[config.mk]
export PLATFORM = sky130hd
export DESIGN_NAME = p2fl_seq
export DESIGN_NICKNAME = d
export VERILOG_FILES = /design/src/rtl/p2fl_pkg.sv /design/src/rtl/p2fl_seq.sv
export SDC_FILE = /design/constraint.sdc
export NUM_CORES = 1
export LEC_CHECK = 0
export BUFFER_PORTS_ARGS = -buffer_cell sky130_fd_sc_hd__buf_2
export CORE_MARGIN = 4
export CORE_UTILIZATION = 44
export DETAILED_ROUTE_END_ITERATION = 10
export PLACE_DENSITY = 0.78
export SLEW_MARGIN = 20
export SYNTH_ARGS = -nofsm -noshare
export SYNTH_HDL_FRONTEND = slang
export SYNTH_SLANG_ARGS = --single-unit
[constraint.sdc]
create_clock -name clk -period 2.3 [get_ports clk]
set_clock_uncertainty 0.1 [all_clocks]
set_input_delay 0.46 -clock clk [delete_from_list [all_inputs] [get_ports clk]]
set_output_delay 0.46 -clock clk [all_outputs]
set_load 0.01 [all_outputs]
[src/rtl/p2fl_pkg.sv]
// Shared types, constants and the microcode program of the power-of-two free-list allocator.
`default_nettype none

package p2fl_pkg;

    // Default geometry
    localparam int ADDR_BITS_DEF     = 24;
    localparam int TOP_LEVEL_DEF     = 19;
    localparam int GRANULE_LEVEL_DEF = 12;

    // Fixed port widths
    localparam int LEVEL_W         = 5;
    localparam int ADDR_W          = 24;
    localparam int CFG_W           = 5;
    localparam int CHUNK_LIMIT_RST = 16;

    // Microcode address width
    localparam int UPC_W = 5;

    typedef logic [UPC_W-1:0] upc_t;

    typedef enum logic [1:0] {
        STATUS_OK    = 2'd0,
        STATUS_OOM   = 2'd1,
        STATUS_RANGE = 2'd2
    } status_t;

    // Datapath operations
    typedef enum logic [3:0] {
        OP_NOP,
        OP_LATCH,
        OP_LINK_FREE,
        OP_POP_ISSUE,
        OP_POP_LOAD,
        OP_CARVE,
        OP_CUR_INC,
        OP_CUR_DEC,
        OP_SPLIT,
        OP_RESP
    } op_t;

    // Jump conditions
    typedef enum logic [2:0] {
        C_ALWAYS,
        C_NO_START,
        C_BAD_LEVEL,
        C_IS_FREE,
        C_HEAD_VALID,
        C_CUR_TOP,
        C_CHUNK_OUT,
        C_CUR_AT_LV
    } cond_t;

    typedef struct packed {
        op_t     op;
        cond_t   cond;
        upc_t    target;
        status_t status;
        logic    use_blk;
    } ctrl_t;

    typedef struct packed {
        logic start;
        logic bad_level;
        logic is_free;
        logic head_valid;
        logic cur_top;
        logic chunk_out;
        logic cur_at_lv;
    } flags_t;

    // Program step addresses
    localparam upc_t S_IDLE       = 5'd0;
    localparam upc_t S_CHECK      = 5'd1;
    localparam upc_t S_KIND       = 5'd2;
    localparam upc_t S_SCAN       = 5'd3;
    localparam upc_t S_TOP        = 5'd4;
    localparam upc_t S_NEXT_LV    = 5'd5;
    localparam upc_t S_POP        = 5'd6;
    localparam upc_t S_POP_LD     = 5'd7;
    localparam upc_t S_CARVE_CHK  = 5'd8;
    localparam upc_t S_CARVE      = 5'd9;
    localparam upc_t S_SPLIT_CHK  = 5'd10;
    localparam upc_t S_SPLIT_DEC  = 5'd11;
    localparam upc_t S_SPLIT      = 5'd12;
    localparam upc_t S_RESP_BLK   = 5'd13;
    localparam upc_t S_RESP_OOM   = 5'd14;
    localparam upc_t S_RESP_RANGE = 5'd15;
    localparam upc_t S_FREE       = 5'd16;
    localparam upc_t S_RESP_FREE  = 5'd17;

    // Control store: a jump is taken when its condition holds, else fall through
    function automatic ctrl_t ucode(input upc_t a);
        ctrl_t w;
        begin
            case (a)
                S_IDLE:       w = '{OP_LATCH,     C_NO_START,   S_IDLE,       STATUS_OK,    1'b0};
                S_CHECK:      w = '{OP_NOP,       C_BAD_LEVEL,  S_RESP_RANGE, STATUS_OK,    1'b0};
                S_KIND:       w = '{OP_NOP,       C_IS_FREE,    S_FREE,       STATUS_OK,    1'b0};
                S_SCAN:       w = '{OP_NOP,       C_HEAD_VALID, S_POP,        STATUS_OK,    1'b0};
                S_TOP:        w = '{OP_NOP,       C_CUR_TOP,    S_CARVE_CHK,  STATUS_OK,    1'b0};
                S_NEXT_LV:    w = '{OP_CUR_INC,   C_ALWAYS,     S_SCAN,       STATUS_OK,    1'b0};
                S_POP:        w = '{OP_POP_ISSUE, C_ALWAYS,     S_POP_LD,     STATUS_OK,    1'b0};
                S_POP_LD:     w = '{OP_POP_LOAD,  C_ALWAYS,     S_SPLIT_CHK,  STATUS_OK,    1'b0};
                S_CARVE_CHK:  w = '{OP_NOP,       C_CHUNK_OUT,  S_RESP_OOM,   STATUS_OK,    1'b0};
                S_CARVE:      w = '{OP_CARVE,     C_ALWAYS,     S_SPLIT_CHK,  STATUS_OK,    1'b0};
                S_SPLIT_CHK:  w = '{OP_NOP,       C_CUR_AT_LV,  S_RESP_BLK,   STATUS_OK,    1'b0};
                S_SPLIT_DEC:  w = '{OP_CUR_DEC,   C_ALWAYS,     S_SPLIT,      STATUS_OK,    1'b0};
                S_SPLIT:      w = '{OP_SPLIT,     C_ALWAYS,     S_SPLIT_CHK,  STATUS_OK,    1'b0};
                S_RESP_BLK:   w = '{OP_RESP,      C_ALWAYS,     S_IDLE,       STATUS_OK,    1'b1};
                S_RESP_OOM:   w = '{OP_RESP,      C_ALWAYS,     S_IDLE,       STATUS_OOM,   1'b0};
                S_RESP_RANGE: w = '{OP_RESP,      C_ALWAYS,     S_IDLE,       STATUS_RANGE, 1'b0};
                S_FREE:       w = '{OP_LINK_FREE, C_ALWAYS,     S_RESP_FREE,  STATUS_OK,    1'b0};
                S_RESP_FREE:  w = '{OP_RESP,      C_ALWAYS,     S_IDLE,       STATUS_OK,    1'b0};
                default:      w = '{OP_NOP,       C_ALWAYS,     S_IDLE,       STATUS_OK,    1'b0};
            endcase
            return w;
        end
    endfunction

endpackage

`default_nettype wire

[src/rtl/p2fl_seq.sv]
// Microcode sequencer: step counter, control store lookup and conditional jumps.
`default_nettype none

module p2fl_seq
    import p2fl_pkg::*;
(
    input  wire logic   clk,
    input  wire logic   rst_n,
    input  wire flags_t flags,
    output ctrl_t       ctrl,
    output logic        busy
);

    upc_t upc_reg;
    upc_t upc_next;
    logic take;

    assign ctrl = ucode(upc_reg);
    assign busy = (upc_reg != S_IDLE);

    // Condition select
    always_comb
    begin
        case (ctrl.cond)
            C_ALWAYS:     take = 1'b1;
            C_NO_START:   take = !flags.start;
            C_BAD_LEVEL:  take = flags.bad_level;
            C_IS_FREE:    take = flags.is_free;
            C_HEAD_VALID: take = flags.head_valid;
            C_CUR_TOP:    take = flags.cur_top;
            C_CHUNK_OUT:  take = flags.chunk_out;
            C_CUR_AT_LV:  take = flags.cur_at_lv;
            default:      take = 1'b1;
        endcase
        upc_next = take ? ctrl.target : upc_t'(upc_reg + 1'b1);
    end

    always_ff @(posedge clk or negedge rst_n)
    begin
        if (!rst_n)
        begin
            upc_reg <= S_IDLE;
        end
        else
        begin
            upc_reg <= upc_next;
        end
    end

endmodule

`default_nettype wire

==> results.yml <==
final_layout:
  largest_reg_flops: 5
  n_fill_cell: 110
  fin_util_pct: 73.97
  syn_to_final_growth_pct: 58.07
  instances_no_fill: 151
  drive_above_1_share_pct: 55.56
  fin_nets: 152
  antennaDiodeCount: 0
worst_hold_path:
  hp-class: "in -> async"
run:
  maxCapViolations: 0
floorplanning:
  dieArea_um2: 2329
  core_area_um2: 1524
  fp.dieW_um: 48.26
  rows: 14
  start_util_pct: 46.80
  die_h_um: 48.26
  io_pins: 25
worst_setup_path:
  endpoint_kind: "register"
  critical_path.max_stage_delay_ns: 0.46
  critPathBufInv: 0
  critPathSlowestCell: "or4_1"
  required_ns: 2.31
  cp.arrival_ns: 2.43
  worstSetupPathType: "reg -> reg"
  crit_chain: "ha_2, mux2_4, or4_1, a22o_1, mux2i_4, mux2_4"
  path_max_fanout: 5
  crit_top_cell: "mux2_4"
  startpoint_type: "register"
  critical-path-top-delay-family: "multiplexers"
outcome:
  status: "finished with violations"
  violations: "negative setup slack"
detailed_routing:
  avgRoutedWirePerCell_um: 15.52
  vias: 849
  drt_iter0_drc: 22
  drc: 0
  postRouteAntennaNets: 0
  wl_mm: 2.343
  first_pass_iters: 4
  vias_per_cell: 5.623
grt:
  grt_usage_pct: 21.02
  met3_usage_pct: 2.952
  grt_most_used_layer: "met2"
  grt_max_degree: 18
  grt-ovfl-total: 0
  grt_first_pass_wirelength_mm: 3.408
  grt_pass1_vias: 787
  antenna_found_initial: 0
  use_met2_pct: 36.98
  met1_usage_pct: 25.06
yosys:
  yosys_register_bits: 5
  synthesis.instances: 91
  ys_seq_area_share_pct: 17.54
  synth_nets: 107
  async_flop_share_pct: 100.0
  synth_warnings: 0
  syn-cell-area_um2: 713.2
  synth.area.top_cells: "dfrtp_1, ha_1, mux2_2"
  yosys.area.top_type: "dfrtp_1"
  synth-main-ff-cell: "dfrtp_1"
  avgSynthCellArea_um2: 7.837
  synth_common_cells: "a21oi_1, ha_1, inv_1, nand2_1, nor2_1"
  synth_top_area_share_pct: 17.54
  netlist-cell-type-count: 32
  synth_edf_count: 0
place:
  io_buffer_count: 24
  dp_cells: 141
  dp_hpwl_mm: 1.654
  place_ws_ns: -0.1026
  globalplace.congestion: 0.8698
clock_network:
  clk_latency_ns: 0.24
  clkTransAtPathRegs_ns: 0.04
  clock-root-buffer: "clkbuf_4"
  cts_inserted_buffers: 3
  cts_tree: "built"
  max-clock-path-buffers: 2
  clock-sinks: 5
  cts-htree-levels: 1
sta:
  max_slew_margin_pct: 79.75
  hold_viol_final: 0
  worst_pin_slew_ns: 0.2974
  finalCritPeriodShare_pct: 105.0
  rsz0062_at_grt: "yes"
  fmax_mhz: 414.0
  final_max_slew_viol_count: 0
  finalSetupViolCount: 6
  fin_ws_ns: -0.1153
  setup-tns-final_ns: -0.5482
  min_period_ns: 2.415
cells in the final DEF, fill, tap and decap left out, types with 2 or more instances in the layout:
master	synthesis	final
nor2b_2	0	3
buf_6	1	2
buf_2	0	24
nand3_1	3	3
o21ai_0	4	3
and3_1	2	2
buf_4	0	19
dfrtp_1	5	4
a21oi_1	7	6
nor2b_1	6	2
xnor2_1	2	2
nor2_1	7	7
clkbuf_4	0	3
nor3_1	3	2
inv_2	0	2
a211oi_4	0	2
nand2_1	7	7
ha_1	7	3
a211oi_2	1	2
ha_2	0	3
mux2i_1	2	2
inv_1	7	5
mux2_4	1	5
a21o_1	2	2
worst register-to-register path, delay by kind of cell (launching register included):
family                     cells  cell delay, ns
muxes                          3            0.88
adders and majority gates      1            0.20
and+or+nand+nor                1            0.46
AOI/OAI and AO/OA              1            0.22
DFF                            1            0.43
logic make-up (layout without fill, tap and decap cells):
group | count (synthesis) | count (layout) | share of synthesized area (%)
simple gates | 32 | 32 | 22.28
compound gates | 23 | 23 | 21.58
buf+inv | 13 | 57 | 7.894
mux | 9 | 9 | 15.96
fa+ha+maj | 7 | 7 | 12.28
flops | 5 | 5 | 17.54
xor+xnor | 2 | 2 | 2.457
final timing paths:
kind / start / to / slack, ns / depth (start not counted)
hold / removal: rst_n / upc_reg[1] / 0.46 / 2
max in group asynchronous: rst_n / upc_reg[0] / 1.49 / 2
setup / recovery: upc_reg[0] / upc_reg[2] / -0.12 / 6
hold reg to reg: upc_reg[2] / upc_reg[4] / 0.67 / 2
setup reg to reg: upc_reg[0] / upc_reg[2] / -0.12 / 6
min in group clk: upc_reg[2] / upc_reg[4] / 0.67 / 2
layout make-up:
class / instances / area, um^2 / share of cell area, %
multi-input combinational: 73 / 633.1 / 56.16
timing repair buffer: 46 / 295.3 / 26.19
sequential: 5 / 126.4 / 11.21
clock buffer: 4 / 26.28 / 2.331
inverter: 7 / 26.28 / 2.331
tap: 16 / 20.02 / 1.776
timing repair:
item                       CTS  global route
setup endpoints to repair    8            15
hold buffers                 1             0
buffers inserted             1             4
gates resized for setup     12            13
cloned                       0             0
pin swaps                    1             4
hold endpoints to repair     5             0
per-stage QoR:
step / area [um^2] / hold WS, ns
2_1_floorplan: 732.0 / 0.06441
3_3_place_gp: 962.2 / 0.1731
3_5_place_dp: 962.2 / 0.1794
4_1_cts: 1046 / 0.4472
5_1_grt: 1127 / 0.4545
6_report: 1127 / 0.4642
per-layer routing:
metal	wire length [um]	up-vias
met3	73	0
met1	964	421
met4	0	0
li1	-	407
met5	0	-
met2	1306	21
Power is not shown: default switching activity piles up to over one toggle a cycle in this logic, so the estimate is an artifact.
